===== config.mk =====
export PLATFORM = sky130hd
export DESIGN_NAME = efc_fifo
export DESIGN_NICKNAME = d
export VERILOG_FILES = /design/src/rtl/efc_pkg.sv /design/src/rtl/efc_fifo.sv
export SDC_FILE = /design/constraint.sdc
export NUM_CORES = 1
export LEC_CHECK = 0
export ABC_AREA = 1
export BUFFER_PORTS_ARGS = -buffer_cell sky130_fd_sc_hd__buf_2
export CAP_MARGIN = 10
export CORE_UTILIZATION = 35
export DETAILED_ROUTE_END_ITERATION = 8
export PLACE_DENSITY = 0.64
export SLEW_MARGIN = 20
export SYNTH_ARGS = -nofsm -noshare
export SYNTH_HDL_FRONTEND = slang
export SYNTH_SLANG_ARGS = --single-unit

===== constraint.sdc =====
create_clock -name clk -period 19.1 [get_ports clk]
set_input_delay 2.865 -clock clk [delete_from_list [all_inputs] [get_ports clk]]
set_output_delay 2.865 -clock clk [all_outputs]
set_load 0.02 [all_outputs]

===== src/rtl/efc_pkg.sv =====
`timescale 1ns / 1ps
// ----------------------------------------------------------------------------
// efc_pkg
// Shared types and constants of the Euler flux unit.
// ----------------------------------------------------------------------------
package efc_pkg;

  localparam int GAMMA_W = 18;
  localparam logic [GAMMA_W-1:0] GAMMA_RESET = 18'd91750;
  localparam logic [GAMMA_W-1:0] GAMMA_ONE = 18'd65536;
  localparam int DEFAULT_SPACE_DIMS = 3;
  localparam int QUEUE_DEPTH = 2;
  localparam int APB_ADDR_W = 3;
  // Register index is taken from address bit 2.
  localparam logic REG_GAMMA = 1'b0;

  typedef struct packed {
    logic signed [31:0] density;
    logic signed [31:0] momentum_x;
    logic signed [31:0] momentum_y;
    logic signed [31:0] momentum_z;
    logic signed [31:0] total_energy;
  } state_in_t;

  typedef struct packed {
    logic [1:0]         direction;
    logic signed [31:0] mass_flux;
    logic signed [31:0] flux_momentum_x;
    logic signed [31:0] flux_momentum_y;
    logic signed [31:0] flux_momentum_z;
    logic signed [31:0] energy_flux;
    logic signed [31:0] pressure;
    logic [30:0]        sound_speed;
    logic               nonphysical;
    logic               last;
  } flux_out_t;

  // One classified state handed from the front to the back.
  typedef struct packed {
    logic [31:0]       rho;
    logic [2:0][31:0]  mom;
    logic [31:0]       energy;
    logic [30:0]       pres;
    logic [30:0]       sspeed;
    logic              bad;
  } qent_t;

  typedef enum logic [3:0] {
    F_IDLE, F_SQ, F_ACC, F_KDIV, F_KWAIT, F_PMUL, F_PCHK,
    F_CMUL, F_CDIV, F_CWAIT, F_SQRT, F_PUSH
  } front_state_t;

  typedef enum logic [2:0] {
    B_IDLE, B_MUL, B_DIV, B_WAIT, B_EMIT
  } back_state_t;

endpackage


===== src/rtl/efc_fifo.sv =====
`timescale 1ns / 1ps
// ----------------------------------------------------------------------------
// efc_fifo
// Short queue of classified states between the front and the back.
// ----------------------------------------------------------------------------
module efc_fifo (
  input  logic              clk,
  input  logic              rst,
  input  logic              push,
  input  efc_pkg::qent_t    wdata,
  input  logic              pop,
  output efc_pkg::qent_t    rdata,
  output logic              full,
  output logic              empty
);
  import efc_pkg::*;

  localparam int PW = (QUEUE_DEPTH > 1) ? $clog2(QUEUE_DEPTH) : 1;
  localparam int NW = $clog2(QUEUE_DEPTH + 1);

  qent_t         slots [QUEUE_DEPTH];
  logic [PW-1:0] wptr;
  logic [PW-1:0] rptr;
  logic [NW-1:0] fill;

  assign full = (fill == NW'(QUEUE_DEPTH));
  assign empty = (fill == '0);
  assign rdata = slots[rptr];

  always_ff @(posedge clk) begin
    if (rst) begin
      wptr <= '0;
      rptr <= '0;
      fill <= '0;
    end else begin
      if (push) begin
        wptr <= (wptr == PW'(QUEUE_DEPTH - 1)) ? '0 : wptr + 1'b1;
      end
      if (pop) begin
        rptr <= (rptr == PW'(QUEUE_DEPTH - 1)) ? '0 : rptr + 1'b1;
      end
      if (push && !pop) begin
        fill <= fill + 1'b1;
      end else if (pop && !push) begin
        fill <= fill - 1'b1;
      end
    end
  end

  always_ff @(posedge clk) begin
    if (push) begin
      slots[wptr] <= wdata;
    end
  end
endmodule


==> out/metrics.csv <==
stage,metric,value,unit
status,status,"complete, no violations",
sta,Fmax,0.172,GHz
setup_path,crit-path max FO,57,
clock_network,Worst-Skew Late Latency,540,ps
floorplan,Initial Util,35.6,%
yosys,largest area contributor in the netlist,edfxtp_1,
yosys,Simple-Gate Fraction of Synth Area,0.360,%
yosys,largest family of logic cells by synthesized area,multiplexers,
layout,"commonest non-fill, non-tap cell in the layout",buf_2,
yosys,Adder-Cell Fraction of Synth Area,0.0735,%
setup_path,CP endpoint kind,output port,
drt,DR WL/cell,19.0,um
clock_network,Clock Path Buffers,3,
drt,DR iter-0 viols,379,
layout,Non-Filler Instances,1853,
power,leakage,8.23,nW
sta,TNS Setup,0,ps
sta,Worst Tran Pin Value,1070,ps
yosys,xor/xnor share of the synthesized area,0.0515,%
setup_path,cell family with the largest share of critical-path delay,buffers and inverters,
global_routing,GR Layer Usage met3,3.76,%
sta,Final Hold Fails,0,
drt,Routed Antenna Nets,0,
setup_path,Setup CP Type,reg -> out,
global_routing,vias in the first global route,8766,
global_routing,initial antenna violation count,7,
floorplan,die height,223,um
layout,Final nets,1436,
yosys,Mean Syn Cell Area,23.4,sq um
yosys,post-synthesis mux area share,18.5,%
global_routing,Top Usage Layer GRT,met2,
place,DP Area,19900,sq um
clock_network,post-CTS resize count,0,
sta,RSZ-0062 raised after global routing,false,
sta,"Setup violations, final",0,
clock_network,Post-CTS Setup Bufs,0,
global_routing,GR Overflow Total,0,
clock_network,CTS H-Tree Depth,2,
yosys,post-synthesis cell type count,16,
setup_path,CP max stage delay,880,ps
yosys,"top cells by area, synth","edfxtp_1, mux2_4, mux2_2",
layout,most frequent cells in the layout,"buf_2, edfxtp_1, mux2_4",
global_routing,Total GRT Usage,13.6,%
drt,Pre-Repair DR Iteration Count,4,
layout,Filler cells,4232,
yosys,Yosys top cell area share,78.7,%
drt,Vias,8353,
sta,max-slew violation total from the final report,0,
floorplan,core footprint,47800,sq um
drt,total wire length,35.3,mm
clock_network,Num CTS Buffers,45,
place,dpl cells,1776,
setup_path,CP bufs+invs,2,
drt,Vias/cell,4.51,
flow_run,Max Cap Violations,0,
setup_path,"Arr. time, crit path",2950,ps
place,hpwl dp,24.2,mm
layout,register area,13500,sq um
yosys,sequential fraction of the synthesis area,79.3,%
floorplan,IO Pins,452,
power,Worst VDD drop,0.0000689,V
place,RePlAce Congestion,0.821,
setup_path,CP required,16230,ps
drt,Residual DRC,0,
setup_path,crit start category,register,
sta,Rel. slew slack,28.6,%
place,Port Buffers,451,
layout,layout cells sized above 1,59.8,%
min_path,Hold WC Path Type,reg -> reg,
setup_path,CP cell instances,buf_4 > mux2_2 > buf_2,
sta,skew final,4.65,ps
clock_network,"Reg clk slew, reported paths",50,ps
sta,min cycle time layout,5820,ps
sta,Final Cycle Share,30.4,%
yosys,"Cell Area, Synth",17000,sq um
clock_network,TritonCTS clock tree,yes,
yosys,Post-Syn Instances,727,
clock_network,Hold Buf Count CTS,0,
floorplan,full die area,49500,sq um
layout,final instance area,21200,sq um
global_routing,routing usage on met1,14.2,%
global_routing,met2 usage,24.6,%
setup_path,slowest CP cell,dfxtp_4,
global_routing,largest net degree at the start of global routing,113,
global_routing,first-pass GRT wire length,50.3,mm
layout,Area Growth Syn to Fin,24.5,%
yosys,Yosys warning total,0,
power,PwrDens,106,nW/um^2
clock_network,Clock Tree Root,clkbuf_16,
yosys,syn nets,955,
layout,Final Core Density,44.3,%
yosys,"FF+latch count, synth",451,
floorplan,cell row count,80,
layout,area of the multi-input gates,3250,sq um
floorplan,die width,223,um
clock_network,clock sinks,451,
yosys,Synth Area in Compound Gates,0.0588,%
==> per-stage QoR <==
step           power, mW  worst slack, ps  hold WS (ps)
2_1_floorplan       1.39             6060           480
3_3_place_gp        1.47            13860           498
3_5_place_dp        1.47            13830           506
4_1_cts             2.27            13220           520
5_1_grt             2.32            13120           553
6_report            2.24            13280           513
==> sequential cells by signal (all words and copies together) (netlist names), named ones only <==
name and count:
fill 2, slots 446, rptr 1, wptr 1
==> worst reg2reg max path, delay by kind of cell, from the launching register on <==
kind	cells	cell delay (ps)
buf+inv	2	1430
simple gates	1	160
flops	1	390
==> metal layers <==
layer	vias to the layer above	part of all wire, %
met2	278	53
met5	-	0.079
met1	4153	36
met3	78	6.2
met4	4	4.0
li1	3840	-
==> where the power goes <==
group	switching [mW]	internal [mW]	total [mW]
logic	0.156	0.125	0.281
clock network	0.336	0.456	0.793
registers	0.0196	1.15	1.17
==> cell families (layout without fill, tap and decap cells) <==
| kind of cell | count (synthesis) | after routing |
|---|---|---|
| other cells | 0 | 4 |
| buf+inv | 34 | 541 |
| flops | 451 | 451 |
| mux | 223 | 223 |
| fa+ha+maj | 1 | 1 |
| xor+xnor | 1 | 1 |
| simple gates | 15 | 15 |
| compound gates | 2 | 2 |
==> area by class of cell <==
type | instances | share of cell area [%]
sequential | 451 | 63.7
multi-input combinational | 242 | 15.3
timing repair buffer | 459 | 11.0
clock buffer | 57 | 5.53
tap | 615 | 3.63
clock inverter | 16 | 0.596
inverter | 9 | 0.195
antenna | 4 | 0.0472
==> cell usage after synthesis <==
| cell type | instances |
|---|---|
| nor3_1 | 1 |
| o21ai_0 | 1 |
| mux2_4 | 170 |
| edfxtp_1 | 446 |
| nand2_1 | 5 |
| dfxtp_1 | 5 |
| mux2_2 | 53 |
| nand3_1 | 1 |
| inv_1 | 9 |
| buf_2 | 5 |
| nand4_1 | 1 |
| xnor2_1 | 1 |
| a21oi_1 | 1 |
| ha_1 | 1 |
| buf_6 | 20 |
| nor2_1 | 7 |
==> worst paths after layout <==
check                start            end  slack (ps)  cells after the start
setup / recovery  register     rdata[207]       13280                      3
hold / removal        rptr           rptr         510                      2
setup reg to reg      wptr  slots[1][187]       16640                      3
hold reg to reg       rptr           rptr         510                      2
Note: power is estimated with default switching activity, not from simulation.
