===== config.mk =====
export PLATFORM = sky130hd
export DESIGN_NAME = efc_back
export DESIGN_NICKNAME = d
export VERILOG_FILES = /design/src/rtl/efc_pkg.sv /design/src/rtl/efc_div.sv /design/src/rtl/efc_back.sv
export SDC_FILE = /design/constraint.sdc
export NUM_CORES = 2
export LEC_CHECK = 0
export BUFFER_PORTS_ARGS = -buffer_cell sky130_fd_sc_hd__buf_2
export CAP_MARGIN = 20
export CORE_MARGIN = 2
export CORE_UTILIZATION = 60
export CTS_BUF_LIST = sky130_fd_sc_hd__clkbuf_4
export CTS_CLUSTER_SIZE = 25
export DETAILED_ROUTE_END_ITERATION = 6
export PLACE_DENSITY_LB_ADDON = 0.15
export REMOVE_ABC_BUFFERS = 1
export SKIP_LAST_GASP = 1
export SLEW_MARGIN = 10
export SYNTH_ARGS = -nofsm -noshare
export SYNTH_HDL_FRONTEND = slang
export SYNTH_SLANG_ARGS = --single-unit

===== constraint.sdc =====
create_clock -name clk -period 79 [get_ports clk]
set_input_delay 3.95 -clock clk [delete_from_list [all_inputs] [get_ports clk]]
set_output_delay 3.95 -clock clk [all_outputs]
set_load 0.03 [all_outputs]

===== src/rtl/efc_pkg.sv =====
`timescale 1ns / 1ps
// ----------------------------------------------------------------------------
// efc_pkg
// Shared types and constants of the Euler flux unit.
// ----------------------------------------------------------------------------
package efc_pkg;

  localparam int GAMMA_W = 18;
  localparam logic [GAMMA_W-1:0] GAMMA_RESET = 18'd91750;
  localparam logic [GAMMA_W-1:0] GAMMA_ONE = 18'd65536;
  localparam int DEFAULT_SPACE_DIMS = 3;
  localparam int QUEUE_DEPTH = 2;
  localparam int APB_ADDR_W = 3;
  // Register index is taken from address bit 2.
  localparam logic REG_GAMMA = 1'b0;

  typedef struct packed {
    logic signed [31:0] density;
    logic signed [31:0] momentum_x;
    logic signed [31:0] momentum_y;
    logic signed [31:0] momentum_z;
    logic signed [31:0] total_energy;
  } state_in_t;

  typedef struct packed {
    logic [1:0]         direction;
    logic signed [31:0] mass_flux;
    logic signed [31:0] flux_momentum_x;
    logic signed [31:0] flux_momentum_y;
    logic signed [31:0] flux_momentum_z;
    logic signed [31:0] energy_flux;
    logic signed [31:0] pressure;
    logic [30:0]        sound_speed;
    logic               nonphysical;
    logic               last;
  } flux_out_t;

  // One classified state handed from the front to the back.
  typedef struct packed {
    logic [31:0]       rho;
    logic [2:0][31:0]  mom;
    logic [31:0]       energy;
    logic [30:0]       pres;
    logic [30:0]       sspeed;
    logic              bad;
  } qent_t;

  typedef enum logic [3:0] {
    F_IDLE, F_SQ, F_ACC, F_KDIV, F_KWAIT, F_PMUL, F_PCHK,
    F_CMUL, F_CDIV, F_CWAIT, F_SQRT, F_PUSH
  } front_state_t;

  typedef enum logic [2:0] {
    B_IDLE, B_MUL, B_DIV, B_WAIT, B_EMIT
  } back_state_t;

endpackage


===== src/rtl/efc_div.sv =====
`timescale 1ns / 1ps
// ----------------------------------------------------------------------------
// efc_div
// Restoring unsigned divider, one quotient bit per cycle.
// ----------------------------------------------------------------------------
module efc_div #(
  parameter int DW = 64,
  parameter int RW = 32
) (
  input  logic          clk,
  input  logic          rst,
  input  logic          start,
  input  logic [DW-1:0] dividend,
  input  logic [RW-1:0] divisor,
  output logic          done,
  output logic [DW-1:0] quotient
);
  localparam int CW = $clog2(DW + 1);

  logic [RW-1:0] rem;
  logic [RW-1:0] dvs;
  logic [DW-1:0] quo;
  logic [CW-1:0] count;
  logic [RW:0]   trial;
  logic          ge;

  assign trial = {rem, quo[DW-1]};
  assign ge = (trial >= {1'b0, dvs});
  assign quotient = quo;

  always_ff @(posedge clk) begin
    if (rst) begin
      count <= '0;
      done <= 1'b0;
    end else begin
      done <= 1'b0;
      if (start) begin
        count <= CW'(DW);
      end else if (count != '0) begin
        count <= count - 1'b1;
        if (count == CW'(1)) begin
          done <= 1'b1;
        end
      end
    end
  end

  // The quotient register starts as the dividend and fills with quotient bits.
  always_ff @(posedge clk) begin
    if (start) begin
      rem <= '0;
      quo <= dividend;
      dvs <= divisor;
    end else if (count != '0) begin
      rem <= ge ? RW'(trial - {1'b0, dvs}) : trial[RW-1:0];
      quo <= {quo[DW-2:0], ge};
    end
  end
endmodule


===== src/rtl/efc_back.sv =====
`timescale 1ns / 1ps
// ----------------------------------------------------------------------------
// efc_back
// Turns a classified state into one flux column per direction, or one if bad.
// ----------------------------------------------------------------------------
module efc_back #(
  parameter int SPACE_DIMS = efc_pkg::DEFAULT_SPACE_DIMS
) (
  input  logic                 clk,
  input  logic                 rst,
  input  logic                 empty,
  input  efc_pkg::qent_t       entry,
  output logic                 pop,
  output efc_pkg::flux_out_t   result,
  output logic                 result_valid
);
  import efc_pkg::*;

  localparam int DIMS = (SPACE_DIMS < 1) ? 1 : ((SPACE_DIMS > 3) ? 3 : SPACE_DIMS);

  function automatic logic [31:0] sat32(input logic signed [65:0] v);
    logic [31:0] r;
    if (v > 66'sd2147483647) begin
      r = 32'h7FFF_FFFF;
    end else if (v < -66'sd2147483648) begin
      r = 32'h8000_0000;
    end else begin
      r = v[31:0];
    end
    return r;
  endfunction

  back_state_t state, state_next;

  qent_t              cur;
  logic [1:0]         d;
  logic [1:0]         j;
  logic signed [65:0] prod;
  logic               neg;
  logic [2:0][31:0]   flux;
  logic [31:0]        eflux;

  logic signed [32:0] ep;
  logic signed [32:0] mul_a;
  logic signed [32:0] mul_b;
  logic [65:0]        mag;
  logic               div_start;
  logic               div_done;
  logic [63:0]        quo;
  logic signed [65:0] qs;
  logic signed [65:0] qsum;
  logic               is_energy;
  logic               is_last;

  assign ep = $signed({cur.energy[31], cur.energy}) + $signed({2'b00, cur.pres});
  assign is_energy = (j == 2'(DIMS));
  assign mul_a = is_energy ? ep : $signed({cur.mom[j][31], cur.mom[j]});
  assign mul_b = $signed({cur.mom[d][31], cur.mom[d]});
  assign is_last = cur.bad || (d == 2'(DIMS - 1));

  always_ff @(posedge clk) begin
    prod <= mul_a * mul_b;
  end

  // Divide magnitudes so that the quotient truncates toward zero.
  assign mag = prod[65] ? (66'd0 - prod) : prod;
  assign div_start = (state == B_DIV);

  efc_div #(.DW(64), .RW(32)) u_div (
    .clk      (clk),
    .rst      (rst),
    .start    (div_start),
    .dividend (mag[63:0]),
    .divisor  (cur.rho),
    .done     (div_done),
    .quotient (quo)
  );

  assign qs = neg ? -$signed({2'b00, quo}) : $signed({2'b00, quo});
  assign qsum = qs + ((j == d) ? $signed({35'd0, cur.pres}) : 66'sd0);
  assign pop = (state == B_IDLE) && !empty;

  always_ff @(posedge clk) begin
    if (rst) begin
      state <= B_IDLE;
    end else begin
      state <= state_next;
    end
  end

  always_comb begin
    state_next = state;
    case (state)
      B_IDLE: begin
        if (!empty) begin
          state_next = entry.bad ? B_EMIT : B_MUL;
        end
      end
      B_MUL: state_next = B_DIV;
      B_DIV: state_next = B_WAIT;
      B_WAIT: begin
        if (div_done) begin
          state_next = is_energy ? B_EMIT : B_MUL;
        end
      end
      B_EMIT: state_next = is_last ? B_IDLE : B_MUL;
      default: state_next = B_IDLE;
    endcase
  end

  always_ff @(posedge clk) begin
    case (state)
      B_IDLE: begin
        if (!empty) begin
          cur <= entry;
          d <= '0;
          j <= '0;
          flux <= '0;
          eflux <= '0;
        end
      end
      B_DIV: neg <= prod[65];
      B_WAIT: begin
        if (div_done) begin
          if (is_energy) begin
            eflux <= sat32(qs);
          end else begin
            flux[j] <= sat32(qsum);
          end
          j <= j + 1'b1;
        end
      end
      B_EMIT: begin
        d <= d + 1'b1;
        j <= '0;
      end
      default: begin
      end
    endcase
  end

  always_ff @(posedge clk) begin
    if (rst) begin
      result_valid <= 1'b0;
    end else begin
      result_valid <= (state == B_EMIT);
    end
  end

  always_ff @(posedge clk) begin
    if (state == B_EMIT) begin
      result.direction <= cur.bad ? 2'd0 : d;
      result.mass_flux <= cur.bad ? '0 : cur.mom[d];
      result.flux_momentum_x <= cur.bad ? '0 : flux[0];
      result.flux_momentum_y <= cur.bad ? '0 : flux[1];
      result.flux_momentum_z <= cur.bad ? '0 : flux[2];
      result.energy_flux <= cur.bad ? '0 : eflux;
      result.pressure <= {1'b0, cur.pres};
      result.sound_speed <= cur.sspeed;
      result.nonphysical <= cur.bad;
      result.last <= is_last;
    end
  end
endmodule


==> results.json <==
{
  "worstHoldStart": "cur[201]",
  "synth_largest_area_cell": "fa_1",
  "dr.pass1.iters": 7,
  "tns_ns": 0,
  "multi_input_area_sq_um": 46100,
  "cp_top_family": "compound AO/OA/AOI/OAI gates",
  "final_nets": 9488,
  "grt_pass1_wl_um": 360000,
  "synthTopCellsByArea": "fa_1, edfxtp_1, inv_1",
  "period_minus_slack_ns": 12.68,
  "core.rowCount": 129,
  "tightest_slew_ns": 1.14,
  "cp.required_ns": 80.19,
  "worstSetupStartpointType": "flip-flop",
  "cts_setup_buffers": 0,
  "portBuffers": 453,
  "syn_inst": 7398,
  "synth_edf_count": 678,
  "first_global_vias": 58500,
  "cts_tree": "built",
  "cpMaxStageDelayCell": "a2111oi_0",
  "synth_top_area_share_pct": 29.9,
  "fin_skew_ns": 0.147,
  "max_freq_mhz": 78.9,
  "ys_async_sr_fraction_pct": 0,
  "start_util_pct": 60.4,
  "yosysSeqAreaShare_pct": 30.2,
  "synth-main-ff-cell": "edfxtp_1",
  "path_class": "flip-flop to flip-flop",
  "die_w_um": 357,
  "layoutNonFillerInstCount": 9695,
  "dpl.hpwl_um": 185000,
  "crit_path_max_incr_delay_ns": 0.77,
  "path_clk_slew_ns": 0.09,
  "synth_most_common_cell": "inv_1",
  "antenna_found_initial": 25,
  "wl_per_cell_um": 24.8,
  "cts-htree-levels": 4,
  "grt_usage_pct": 38.5,
  "numCtsBuffers": 203,
  "hold_buffers": 0,
  "dp.cells": 9289,
  "nFillCells": 9959,
  "detail_route.vias_per_cell": 5.93,
  "io_pins": 455,
  "max_slew_margin_pct": 24.0,
  "dieArea_sq_um": 127000,
  "finalHoldViolations": 0,
  "root_buffer": "clkbuf_4",
  "dieHeight_um": 357,
  "clockBufferDepth": 3,
  "cp.buffers_inverters": 5,
  "gp_congestion": 1.03,
  "cap_violations": 0,
  "cts_resized": 0,
  "rr_worst_depth": 40,
  "wirelength_um": 240000,
  "critical_path.max_fanout": 14,
  "setup_viol": 0,
  "syn_area_sq_um": 74600,
  "grt_overflow_total": 0,
  "core-area_sq_um": 123000,
  "insertion_delay_ns": 1.29,
  "r2r_slack_ns": 66.32,
  "critPathLaunch": "cur[32]",
  "synth_common_cells": "inv_1, fa_1, nor2_1",
  "critPathCaptureType": "flip-flop",
  "ant_nets": 0,
  "ys_seq_elements": 787,
  "drt_iter0_markers": 5865,
  "status": "finished, final reports clean",
  "critical_path.most_common_cell": "fa_1",
  "holdPathEnd": "u_div.dvs[10]",
  "synth_cell_types": 93,
  "r2r-start": "cur[32]",
  "rsz0062_at_grt": "false",
  "final-seq-area_sq_um": 22500,
  "post-route-period-util_pct": 16.1,
  "synth_area_per_cell_sq_um": 10.1,
  "r2r-end": "prod[64]",
  "area_growth_pct": 9.65,
  "vias": 57500,
  "drc": 0,
  "layout-drive-gt1-share_pct": 13.1,
  "ys_warn_count": 0,
  "slew_viol_final": 0,
  "crit_arrival_ns": 13.87,
  "fin_hold_ws_ns": 0.385,
  "cts_sinks": 787,
  "grt_max_degree": 162,
  "min_path_type": "flip-flop to flip-flop",
  "min_delay_path_depth": 0
}
-- per-stage QoR --
stage | worst slack [ns] | cell area (sq um) | util, %
finish | 66.32 | 81800 | 66.2
global route | 65.65 | 81700 | 66.2
CTS | 66.45 | 81700 | 66.1
detailed placement | 66.42 | 78900 | 63.9
global placement | 66.47 | 78800 | 63.9
floorplan | 49.35 | 73200 | -
-- cell families after synthesis --
logic type | Yosys count | share of synthesized area, %
other cells | 1 | 0.00503
mux | 109 | 1.48
flops | 787 | 30.2
simple gates | 2207 | 13.2
fa+ha+maj | 1404 | 34.8
buf+inv | 1625 | 8.31
compound gates | 967 | 8.47
xor+xnor | 298 | 3.50
-- flip-flops by register name, summed over array words and instances (netlist names) --
register        flops
j                   2
cur               223
eflux              32
u_div.count         7
prod               65
d                   2
state               3
result            226
u_div.done          1
neg                 1
result_valid        1
flux               96
u_div.quotient     64
u_div.rem          32
u_div.dvs          32
-- worst max path at each step --
stage                     cells past startpoint        to  slack [ns]
final                                        40  prod[64]       66.32
after global routing                         42  prod[64]       65.65
after CTS                                    40  prod[64]       66.45
after detailed placement                     40  prod[64]       66.42
after global placement                       40  prod[64]       66.47
after floorplan                               1       pop       49.35
-- layout make-up --
| type | count | area share (%) |
|---|---|---|
| multi-input combinational | 4986 | 56.4 |
| inverter | 1282 | 5.90 |
| timing repair buffer | 598 | 4.14 |
| antenna | 31 | 0.0949 |
| sequential | 787 | 27.6 |
| clock inverter | 85 | 0.781 |
| clock buffer | 289 | 2.65 |
| tap | 1637 | 2.51 |
-- cell usage in the layout (no fill, tap or decap), drive strengths merged, types with 9 or more instances in the layout --
cell type  Yosys  routed
o41ai         32      32
a211oi       111     111
diode          0      31
o21a          22      22
and2          58      58
nand2        728     728
o21bai        26      26
and4          10      10
or2           24      24
xnor2        164     164
or4           35      35
mux2i        100     100
edfxtp       678     678
a21boi         9       9
nor2         869     869
nand4         25      25
nand3         66      66
a21oi        260     260
nor4          40      40
nor3          58      58
clkbuf       292     289
or3           34      34
a221oi         9       9
fa          1115    1115
xor2         134     134
o31ai         44      44
clkinv         3      70
inv         1279    1289
nor2b        155     155
nand2b        54      54
dfxtp        109     109
mux2           9       9
a31oi         27      27
buf           51     598
o211ai        14      14
a21o          99      99
and3          26      26
o21ai        221     221
o22ai          9       9
ha           289     289
-- routing by layer --
layer / track usage (%) / part of all wire (%) / up-vias
li1: - / - / 24800
met2: 59.9 / 45 / 3488
met1: 49.3 / 37 / 28400
met3: 10.8 / 12 / 710
met5: 0.333 / 0.068 / -
met4: 20.3 / 6.0 / 18
Power is not shown: default switching activity piles up to over one toggle a cycle in this logic, so the estimate is an artifact.
