===== src/rtl/efc_pkg.sv =====
`timescale 1ns / 1ps
// ----------------------------------------------------------------------------
// efc_pkg
// Shared types and constants of the Euler flux unit.
// ----------------------------------------------------------------------------
package efc_pkg;

  localparam int GAMMA_W = 18;
  localparam logic [GAMMA_W-1:0] GAMMA_RESET = 18'd91750;
  localparam logic [GAMMA_W-1:0] GAMMA_ONE = 18'd65536;
  localparam int DEFAULT_SPACE_DIMS = 3;
  localparam int QUEUE_DEPTH = 2;
  localparam int APB_ADDR_W = 3;
  // Register index is taken from address bit 2.
  localparam logic REG_GAMMA = 1'b0;

  typedef struct packed {
    logic signed [31:0] density;
    logic signed [31:0] momentum_x;
    logic signed [31:0] momentum_y;
    logic signed [31:0] momentum_z;
    logic signed [31:0] total_energy;
  } state_in_t;

  typedef struct packed {
    logic [1:0]         direction;
    logic signed [31:0] mass_flux;
    logic signed [31:0] flux_momentum_x;
    logic signed [31:0] flux_momentum_y;
    logic signed [31:0] flux_momentum_z;
    logic signed [31:0] energy_flux;
    logic signed [31:0] pressure;
    logic [30:0]        sound_speed;
    logic               nonphysical;
    logic               last;
  } flux_out_t;

  // One classified state handed from the front to the back.
  typedef struct packed {
    logic [31:0]       rho;
    logic [2:0][31:0]  mom;
    logic [31:0]       energy;
    logic [30:0]       pres;
    logic [30:0]       sspeed;
    logic              bad;
  } qent_t;

  typedef enum logic [3:0] {
    F_IDLE, F_SQ, F_ACC, F_KDIV, F_KWAIT, F_PMUL, F_PCHK,
    F_CMUL, F_CDIV, F_CWAIT, F_SQRT, F_PUSH
  } front_state_t;

  typedef enum logic [2:0] {
    B_IDLE, B_MUL, B_DIV, B_WAIT, B_EMIT
  } back_state_t;

endpackage


===== src/rtl/efc_div.sv =====
`timescale 1ns / 1ps
// ----------------------------------------------------------------------------
// efc_div
// Restoring unsigned divider, one quotient bit per cycle.
// ----------------------------------------------------------------------------
module efc_div #(
  parameter int DW = 64,
  parameter int RW = 32
) (
  input  logic          clk,
  input  logic          rst,
  input  logic          start,
  input  logic [DW-1:0] dividend,
  input  logic [RW-1:0] divisor,
  output logic          done,
  output logic [DW-1:0] quotient
);
  localparam int CW = $clog2(DW + 1);

  logic [RW-1:0] rem;
  logic [RW-1:0] dvs;
  logic [DW-1:0] quo;
  logic [CW-1:0] count;
  logic [RW:0]   trial;
  logic          ge;

  assign trial = {rem, quo[DW-1]};
  assign ge = (trial >= {1'b0, dvs});
  assign quotient = quo;

  always_ff @(posedge clk) begin
    if (rst) begin
      count <= '0;
      done <= 1'b0;
    end else begin
      done <= 1'b0;
      if (start) begin
        count <= CW'(DW);
      end else if (count != '0) begin
        count <= count - 1'b1;
        if (count == CW'(1)) begin
          done <= 1'b1;
        end
      end
    end
  end

  // The quotient register starts as the dividend and fills with quotient bits.
  always_ff @(posedge clk) begin
    if (start) begin
      rem <= '0;
      quo <= dividend;
      dvs <= divisor;
    end else if (count != '0) begin
      rem <= ge ? RW'(trial - {1'b0, dvs}) : trial[RW-1:0];
      quo <= {quo[DW-2:0], ge};
    end
  end
endmodule


===== src/rtl/efc_front.sv =====
`timescale 1ns / 1ps
// ----------------------------------------------------------------------------
// efc_front
// Accepts a state, finds pressure and sound speed, and classifies it.
// ----------------------------------------------------------------------------
module efc_front #(
  parameter int SPACE_DIMS = efc_pkg::DEFAULT_SPACE_DIMS
) (
  input  logic                          clk,
  input  logic                          rst,
  input  logic                          start,
  input  efc_pkg::state_in_t            cmd,
  input  logic [efc_pkg::GAMMA_W-1:0]   gamma,
  output logic                          busy,
  output logic                          push,
  output efc_pkg::qent_t                entry,
  input  logic                          full
);
  import efc_pkg::*;

  localparam int DIMS = (SPACE_DIMS < 1) ? 1 : ((SPACE_DIMS > 3) ? 3 : SPACE_DIMS);
  localparam logic [33:0] KIN_CLAMP = 34'h2_0000_0000;

  front_state_t state, state_next, acc_state;

  logic [1:0]        idx;
  logic [31:0]       rho;
  logic [2:0][31:0]  mom;
  logic [31:0]       energy;
  logic [63:0]       msq;
  logic [31:0]       uint;
  logic [30:0]       pres;
  logic [30:0]       sspeed;
  logic              bad;
  logic [63:0]       prod;
  logic [61:0]       rad;
  logic [30:0]       root;
  logic [32:0]       srem;
  logic [4:0]        scount;

  logic              accept;
  logic              bad0;
  logic [31:0]       mul_a;
  logic [31:0]       mul_b;
  logic [31:0]       mom_abs;
  logic              div_start;
  logic              div_done;
  logic [65:0]       div_dividend;
  logic [32:0]       div_divisor;
  logic [65:0]       quo;
  logic [33:0]       kin;
  logic [34:0]       unet;
  logic              upos;
  logic              p_zero;
  logic              csat;
  logic [34:0]       sq_t;
  logic [34:0]       sq_trial;
  logic              sq_ge;

  assign busy = !((state == F_IDLE) || ((state == F_PUSH) && !full));
  assign accept = start && !busy;
  assign push = (state == F_PUSH) && !full;
  assign bad0 = ($signed(cmd.density) <= 0) || (gamma <= GAMMA_ONE);
  assign acc_state = bad0 ? F_PUSH : F_SQ;

  assign mom_abs = mom[idx][31] ? (32'd0 - mom[idx]) : mom[idx];

  always_comb begin
    case (state)
      F_SQ: begin
        mul_a = mom_abs;
        mul_b = mom_abs;
      end
      F_PMUL: begin
        mul_a = {14'd0, gamma - GAMMA_ONE};
        mul_b = uint;
      end
      F_CMUL: begin
        mul_a = {14'd0, gamma};
        mul_b = {1'b0, pres};
      end
      default: begin
        mul_a = '0;
        mul_b = '0;
      end
    endcase
  end

  always_ff @(posedge clk) begin
    prod <= mul_a * mul_b;
  end

  // One divider serves the kinetic energy and the sound speed radicand.
  assign div_start = (state == F_KDIV) || (state == F_CDIV);
  assign div_dividend = (state == F_KDIV) ? {2'b00, msq} : {1'b0, prod[48:0], 16'd0};
  assign div_divisor = (state == F_KDIV) ? {rho, 1'b0} : {1'b0, rho};

  efc_div #(.DW(66), .RW(33)) u_div (
    .clk      (clk),
    .rst      (rst),
    .start    (div_start),
    .dividend (div_dividend),
    .divisor  (div_divisor),
    .done     (div_done),
    .quotient (quo)
  );

  assign kin = (quo > 66'(KIN_CLAMP)) ? KIN_CLAMP : quo[33:0];
  assign unet = {{3{energy[31]}}, energy} - {1'b0, kin};
  assign upos = !unet[34] && (unet != '0);
  assign p_zero = (prod[63:16] == '0);
  assign csat = (quo[65:62] != '0);

  // Integer square root, two radicand bits per step.
  assign sq_t = {srem, rad[61:60]};
  assign sq_trial = {2'b00, root, 2'b01};
  assign sq_ge = (sq_t >= sq_trial);

  always_ff @(posedge clk) begin
    if (rst) begin
      state <= F_IDLE;
    end else begin
      state <= state_next;
    end
  end

  always_comb begin
    state_next = state;
    case (state)
      F_IDLE: begin
        if (accept) begin
          state_next = acc_state;
        end
      end
      F_SQ: state_next = F_ACC;
      F_ACC: state_next = (idx == 2'(DIMS - 1)) ? F_KDIV : F_SQ;
      F_KDIV: state_next = F_KWAIT;
      F_KWAIT: begin
        if (div_done) begin
          state_next = upos ? F_PMUL : F_PUSH;
        end
      end
      F_PMUL: state_next = F_PCHK;
      F_PCHK: state_next = p_zero ? F_PUSH : F_CMUL;
      F_CMUL: state_next = F_CDIV;
      F_CDIV: state_next = F_CWAIT;
      F_CWAIT: begin
        if (div_done) begin
          state_next = csat ? F_PUSH : F_SQRT;
        end
      end
      F_SQRT: begin
        if (scount == 5'd1) begin
          state_next = F_PUSH;
        end
      end
      F_PUSH: begin
        if (!full) begin
          state_next = accept ? acc_state : F_IDLE;
        end
      end
      default: state_next = F_IDLE;
    endcase
  end

  always_ff @(posedge clk) begin
    if (accept) begin
      rho <= cmd.density;
      mom[0] <= cmd.momentum_x;
      mom[1] <= (DIMS >= 2) ? cmd.momentum_y : '0;
      mom[2] <= (DIMS >= 3) ? cmd.momentum_z : '0;
      energy <= cmd.total_energy;
      msq <= '0;
      idx <= '0;
      bad <= bad0;
      pres <= '0;
      sspeed <= '0;
    end else begin
      case (state)
        F_ACC: begin
          msq <= msq + prod;
          idx <= idx + 1'b1;
        end
        F_KWAIT: begin
          if (div_done) begin
            uint <= unet[31:0];
            if (!upos) begin
              bad <= 1'b1;
            end
          end
        end
        F_PCHK: begin
          if (p_zero) begin
            bad <= 1'b1;
          end
          pres <= (prod[63:47] != '0) ? '1 : prod[46:16];
        end
        F_CWAIT: begin
          if (div_done) begin
            if (csat) begin
              sspeed <= '1;
            end
            rad <= quo[61:0];
            root <= '0;
            srem <= '0;
            scount <= 5'd31;
          end
        end
        F_SQRT: begin
          srem <= sq_ge ? 33'(sq_t - sq_trial) : sq_t[32:0];
          root <= {root[29:0], sq_ge};
          rad <= {rad[59:0], 2'b00};
          scount <= scount - 1'b1;
          if (scount == 5'd1) begin
            sspeed <= {root[29:0], sq_ge};
          end
        end
        default: begin
        end
      endcase
    end
  end

  always_comb begin
    entry.rho = rho;
    entry.mom = mom;
    entry.energy = energy;
    entry.bad = bad;
    entry.pres = bad ? '0 : pres;
    entry.sspeed = bad ? '0 : sspeed;
  end
endmodule


===== config.mk =====
export PLATFORM = sky130hd
export DESIGN_NAME = efc_front
export DESIGN_NICKNAME = d
export VERILOG_FILES = /design/src/rtl/efc_pkg.sv /design/src/rtl/efc_div.sv /design/src/rtl/efc_front.sv
export SDC_FILE = /design/constraint.sdc
export NUM_CORES = 2
export LEC_CHECK = 0
export BUFFER_PORTS_ARGS = -buffer_cell sky130_fd_sc_hd__buf_2
export CORE_UTILIZATION = 30
export CTS_CLUSTER_SIZE = 24
export DETAILED_ROUTE_END_ITERATION = 16
export GPL_ROUTABILITY_DRIVEN = 0
export SLEW_MARGIN = 0
export SYNTH_ARGS = -nofsm -noshare
export SYNTH_HDL_FRONTEND = slang
export SYNTH_SLANG_ARGS = --single-unit

===== constraint.sdc =====
create_clock -name clk -period 12.04 [get_ports clk]
set_input_delay 1.204 -clock clk [delete_from_list [all_inputs] [get_ports clk]]
set_output_delay 1.204 -clock clk [all_outputs]
set_load 0.03 [all_outputs]

==> results_tabular.tex <==
\begin{tabular}{lr}
\hline
Metric & Value \\
\hline
\multicolumn{2}{l}{\textbf{Run status}} \\
\quad Result of the run & finished with violations \\
\quad Violations in the final reports & max-capacitance violations, max-slew violations \\
\multicolumn{2}{l}{\textbf{Worst setup path}} \\
\quad Startpoint type of the worst setup path & flip-flop \\
\quad R2R depth & 35 \\
\quad Critical path data required time & 12.59 ns \\
\quad Maximum cell stage delay along the critical path & 0.76 ns \\
\quad Max stage delay cell, worst path & sky130\_fd\_sc\_hd\_\_a21o\_1 \\
\quad Critical path startpoint & idx[0]\$\_SDFFE\_PP0P\_ \\
\quad Top cell family by delay on the critical path & adder cells \\
\quad Worst Path Buf+Inv & 4 \\
\quad Capturing point of the worst reg2reg path & prod[59]\$\_DFF\_P\_ \\
\quad Max FO, Critical Path & 19 \\
\quad WP depth & 35 \\
\quad Class of the most critical setup path & reg2reg \\
\quad Signal arrival time at the worst endpoint & 12.16 ns \\
\quad R2R setup slack & 0.43 ns \\
\quad Setup crit end & prod[59]\$\_DFF\_P\_ \\
\quad Critical path endpoint category & flip-flop \\
\quad Worst path most repeated cell & sky130\_fd\_sc\_hd\_\_fa\_1 \\
\quad R2R Path Start & idx[0]\$\_SDFFE\_PP0P\_ \\
\multicolumn{2}{l}{\textbf{Finish}} \\
\quad Leading cell type in the layout, fill and taps excluded & sky130\_fd\_sc\_hd\_\_inv\_1 \\
\quad Post-layout instance count excluding filler cells & 10808 \\
\quad Fin area & 76100 µm² \\
\quad Top library cells by usage in the layout, fill and taps aside & sky130\_fd\_sc\_hd\_\_inv\_1 (1093), sky130\_fd\_sc\_hd\_\_nand2\_1 (1055), sky130\_fd\_sc\_hd\_\_fa\_1 (899) \\
\quad Synth-to-layout area growth & 12.3\% \\
\quad Area taken by flip-flops and latches & 17500 µm² \\
\quad Final layout net count & 9268 \\
\quad Total area of multi-input combinational cells & 45000 µm² \\
\quad Layout cells sized above 1 & 0.103 \\
\quad Count of filler cells inserted in the layout & 23206 \\
\quad End-of-flow core utilization & 0.339 \\
\multicolumn{2}{l}{\textbf{Floorplanning}} \\
\quad Die Width & 477 µm \\
\quad Initial cell density of the core & 0.302 \\
\quad Die height & 477 µm \\
\quad Die Footprint & 228000 µm² \\
\quad Ports placed on the boundary & 407 \\
\quad Placeable core region & 225000 µm² \\
\quad Num rows & 174 \\
\multicolumn{2}{l}{\textbf{Logic synthesis}} \\
\quad Share of synthesized registers carrying an async set or reset & 0 \\
\quad Sequential share of the synthesized area & 0.257 \\
\quad Synthesized flop and latch total & 660 \\
\quad Avg Inst Size Synth & 9.11 µm² \\
\quad Yosys cell types & 90 \\
\quad Yosys warning count & 0 \\
\quad Post-synth top flop & sky130\_fd\_sc\_hd\_\_edfxtp\_1 \\
\quad Post-synthesis cell count & 7437 \\
\quad Count of flip-flops with a built-in enable after synthesis & 423 \\
\quad Cell area after synthesis & 67800 µm² \\
\multicolumn{2}{l}{\textbf{STA}} \\
\quad Setup repair after global routing missed its margin & false \\
\quad Rel. slew slack & -0.0108 \\
\quad Worst hold slack after final layout & 0.478 ns \\
\quad Pin slew with the least headroom to its limit & 1.51 ns \\
\quad Worst Slack Setup Final & 0.425 ns \\
\quad Final worst path period need & 11.61 ns \\
\quad Hold violation total from the final report & 0 \\
\quad Sum of negative setup slack & 0 ns \\
\quad Post-route clock skew & 0.0486 ns \\
\quad Fmax & 86.1 MHz \\
\quad Final Max Tran Viols & 11 \\
\quad Post-route clock period utilization & 0.965 \\
\quad Number of failing setup endpoints in the final timing report & 0 \\
\multicolumn{2}{l}{\textbf{Power and ir drop}} \\
\quad Ratio of total power to cell area & 246 nW/µm² \\
\quad Total Power Consumption & 18.8 mW \\
\quad Cell leakage power & 34.3 nW \\
\quad Worst ir drop on vdd & 0.000197 V \\
\multicolumn{2}{l}{\textbf{GRT}} \\
\quad Number of global-route vias before repair & 56314 \\
\quad Initial antenna violation count & 17 \\
\quad First-pass GRT wire length & 365000 µm \\
\quad Maximum number of pins on one net before global-route repair & 138 \\
\quad Total congestion overflow after global routing & 0 \\
\quad Combined global-route utilization of all metal layers & 0.214 \\
\multicolumn{2}{l}{\textbf{CTS}} \\
\quad Number of buffers added to fix hold violations after cts & 0 \\
\quad Total clock buffers created by CTS & 70 \\
\quad TritonCTS clock tree & done \\
\quad Maximum level of the CTS H-tree & 3 \\
\quad Longest Clk Path Bufs & 3 \\
\quad Clock network latency to the later pin of the worst-skew pair & 0.68 ns \\
\quad Number of sinks on the clock net & 660 \\
\quad Clock input transition at the sequential cells of the worst setup and hold paths & 0.08 ns \\
\quad Clock tree root driver cell & sky130\_fd\_sc\_hd\_\_clkbuf\_16 \\
\multicolumn{2}{l}{\textbf{Place}} \\
\quad Worst setup slack after placement & 0.283 ns \\
\quad Placed cell count & 10674 \\
\quad DP HPWL & 204000 µm \\
\quad Count of input and output buffers & 406 \\
\quad Placed Instance Area & 73700 µm² \\
\multicolumn{2}{l}{\textbf{Min path}} \\
\quad Path category of the worst min-delay check & reg2reg \\
\multicolumn{2}{l}{\textbf{Route}} \\
\quad Residual antenna-violating net count after detailed routing & 0 \\
\quad Number of iterations in the first detailed-routing pass & 7 \\
\quad Average vias per placed instance & 5.19 \\
\quad 1st-iter DRT viols & 5399 \\
\quad Final routed wirelength across all metal layers & 248000 µm \\
\quad Average routed wire per standard cell & 22.9 µm \\
\quad Vias & 56049 \\
\quad Post-detailed-route DRC marker count & 0 \\
\multicolumn{2}{l}{\textbf{Run}} \\
\quad Maximum capacitance violations & 1 \\
\hline
\end{tabular}
-- worst register-to-register path: cells and delay by family, from the launching register on --
kind / cells / cell delay [ns]
flops: 1 / 0.56
simple gates: 11 / 2.88
xor+xnor: 2 / 0.45
compound gates: 7 / 2.09
fa+ha+maj: 10 / 4.81
buf+inv: 4 / 0.48
mux: 1 / 0.21
-- repair_timing --
action,in CTS,in global routing
endpoints found under the setup margin,0,6
setup buffers,0,0
gates resized for setup,0,4
-- state kept, by name (all words and copies together) (netlist names) --
| signal | count |
|---|---|
| sspeed | 31 |
| scount | 5 |
| uint | 32 |
| u_div.dvs | 33 |
| bad | 1 |
| rho | 32 |
| idx | 2 |
| rad | 62 |
| u_div.count | 7 |
| energy | 32 |
| state | 4 |
| entry | 96 |
| msq | 64 |
| u_div.rem | 33 |
| u_div.done | 1 |
| srem | 33 |
| root | 31 |
| u_div.quotient | 66 |
| pres | 31 |
| prod | 64 |
-- cell families after synthesis --
| group | synth area share |
|---|---|
| compound gates | 0.102 |
| xor+xnor | 0.0302 |
| fa+ha+maj | 0.345 |
| buf+inv | 0.0816 |
| flops | 0.257 |
| mux | 0.0265 |
| other cells | 0.000111 |
| simple gates | 0.157 |
-- Yosys cell counts (all sizes together) (147+ instances only) --
| master | n | area, µm² |
|---|---|---|
| o21ai | 267 | 1370 |
| xnor2 | 155 | 1360 |
| nor2 | 846 | 3190 |
| edfxtp | 423 | 12700 |
| ha | 433 | 5420 |
| nor3 | 147 | 736 |
| nand2 | 1059 | 3980 |
| a21oi | 331 | 1660 |
| inv | 1100 | 4130 |
| fa | 899 | 18000 |
| clkbuf | 295 | 1110 |
| dfxtp | 237 | 4740 |
-- metal layers --
metal  part of all wire  wire length [µm]  global-route usage
met3              0.085             21100              0.0401
met2               0.44            108000               0.331
met5           0.000032                 8                   0
met1               0.39             97900               0.271
met4              0.083             20700               0.144
-- worst min-delay path by stage --
stage | start | endpoint | slack, ns | cells past startpoint
after floorplan | u_div.rem[32]$_SDFFE_PN0P_ | u_div.rem[32]$_SDFFE_PN0P_ | 0.44 | 2
after global placement | u_div.rem[32]$_SDFFE_PN0P_ | u_div.rem[32]$_SDFFE_PN0P_ | 0.46 | 2
after detailed placement | msq[0]$_SDFFE_PP0P_ | msq[0]$_SDFFE_PP0P_ | 0.47 | 2
after CTS | msq[0]$_SDFFE_PP0P_ | msq[0]$_SDFFE_PP0P_ | 0.48 | 2
after global routing | msq[10]$_SDFFE_PP0P_ | msq[10]$_SDFFE_PP0P_ | 0.49 | 2
final | msq[0]$_SDFFE_PP0P_ | msq[0]$_SDFFE_PP0P_ | 0.48 | 2
-- where the power goes --
part | switching [mW] | total (mW) | internal (mW) | leakage, nW
Combinational | 8.13 | 12.3 | 4.17 | 27.2
Clock | 1.01 | 2.28 | 1.27 | 1.15
Sequential | 0.853 | 4.17 | 3.32 | 5.92
Total | 9.99 | 18.8 | 8.76 | 34.3
-- area by class of cell --
type,instances,area share
multi-input cells,5339,0.592
flip-flops and latches,660,0.229
clock buffers,96,0.0258
diodes,7,0.000230
repair buffers,580,0.0439
inverters,1103,0.0545
clock inverters,31,0.00534
well taps,2992,0.0492
Note: power is estimated with default switching activity, not from simulation.
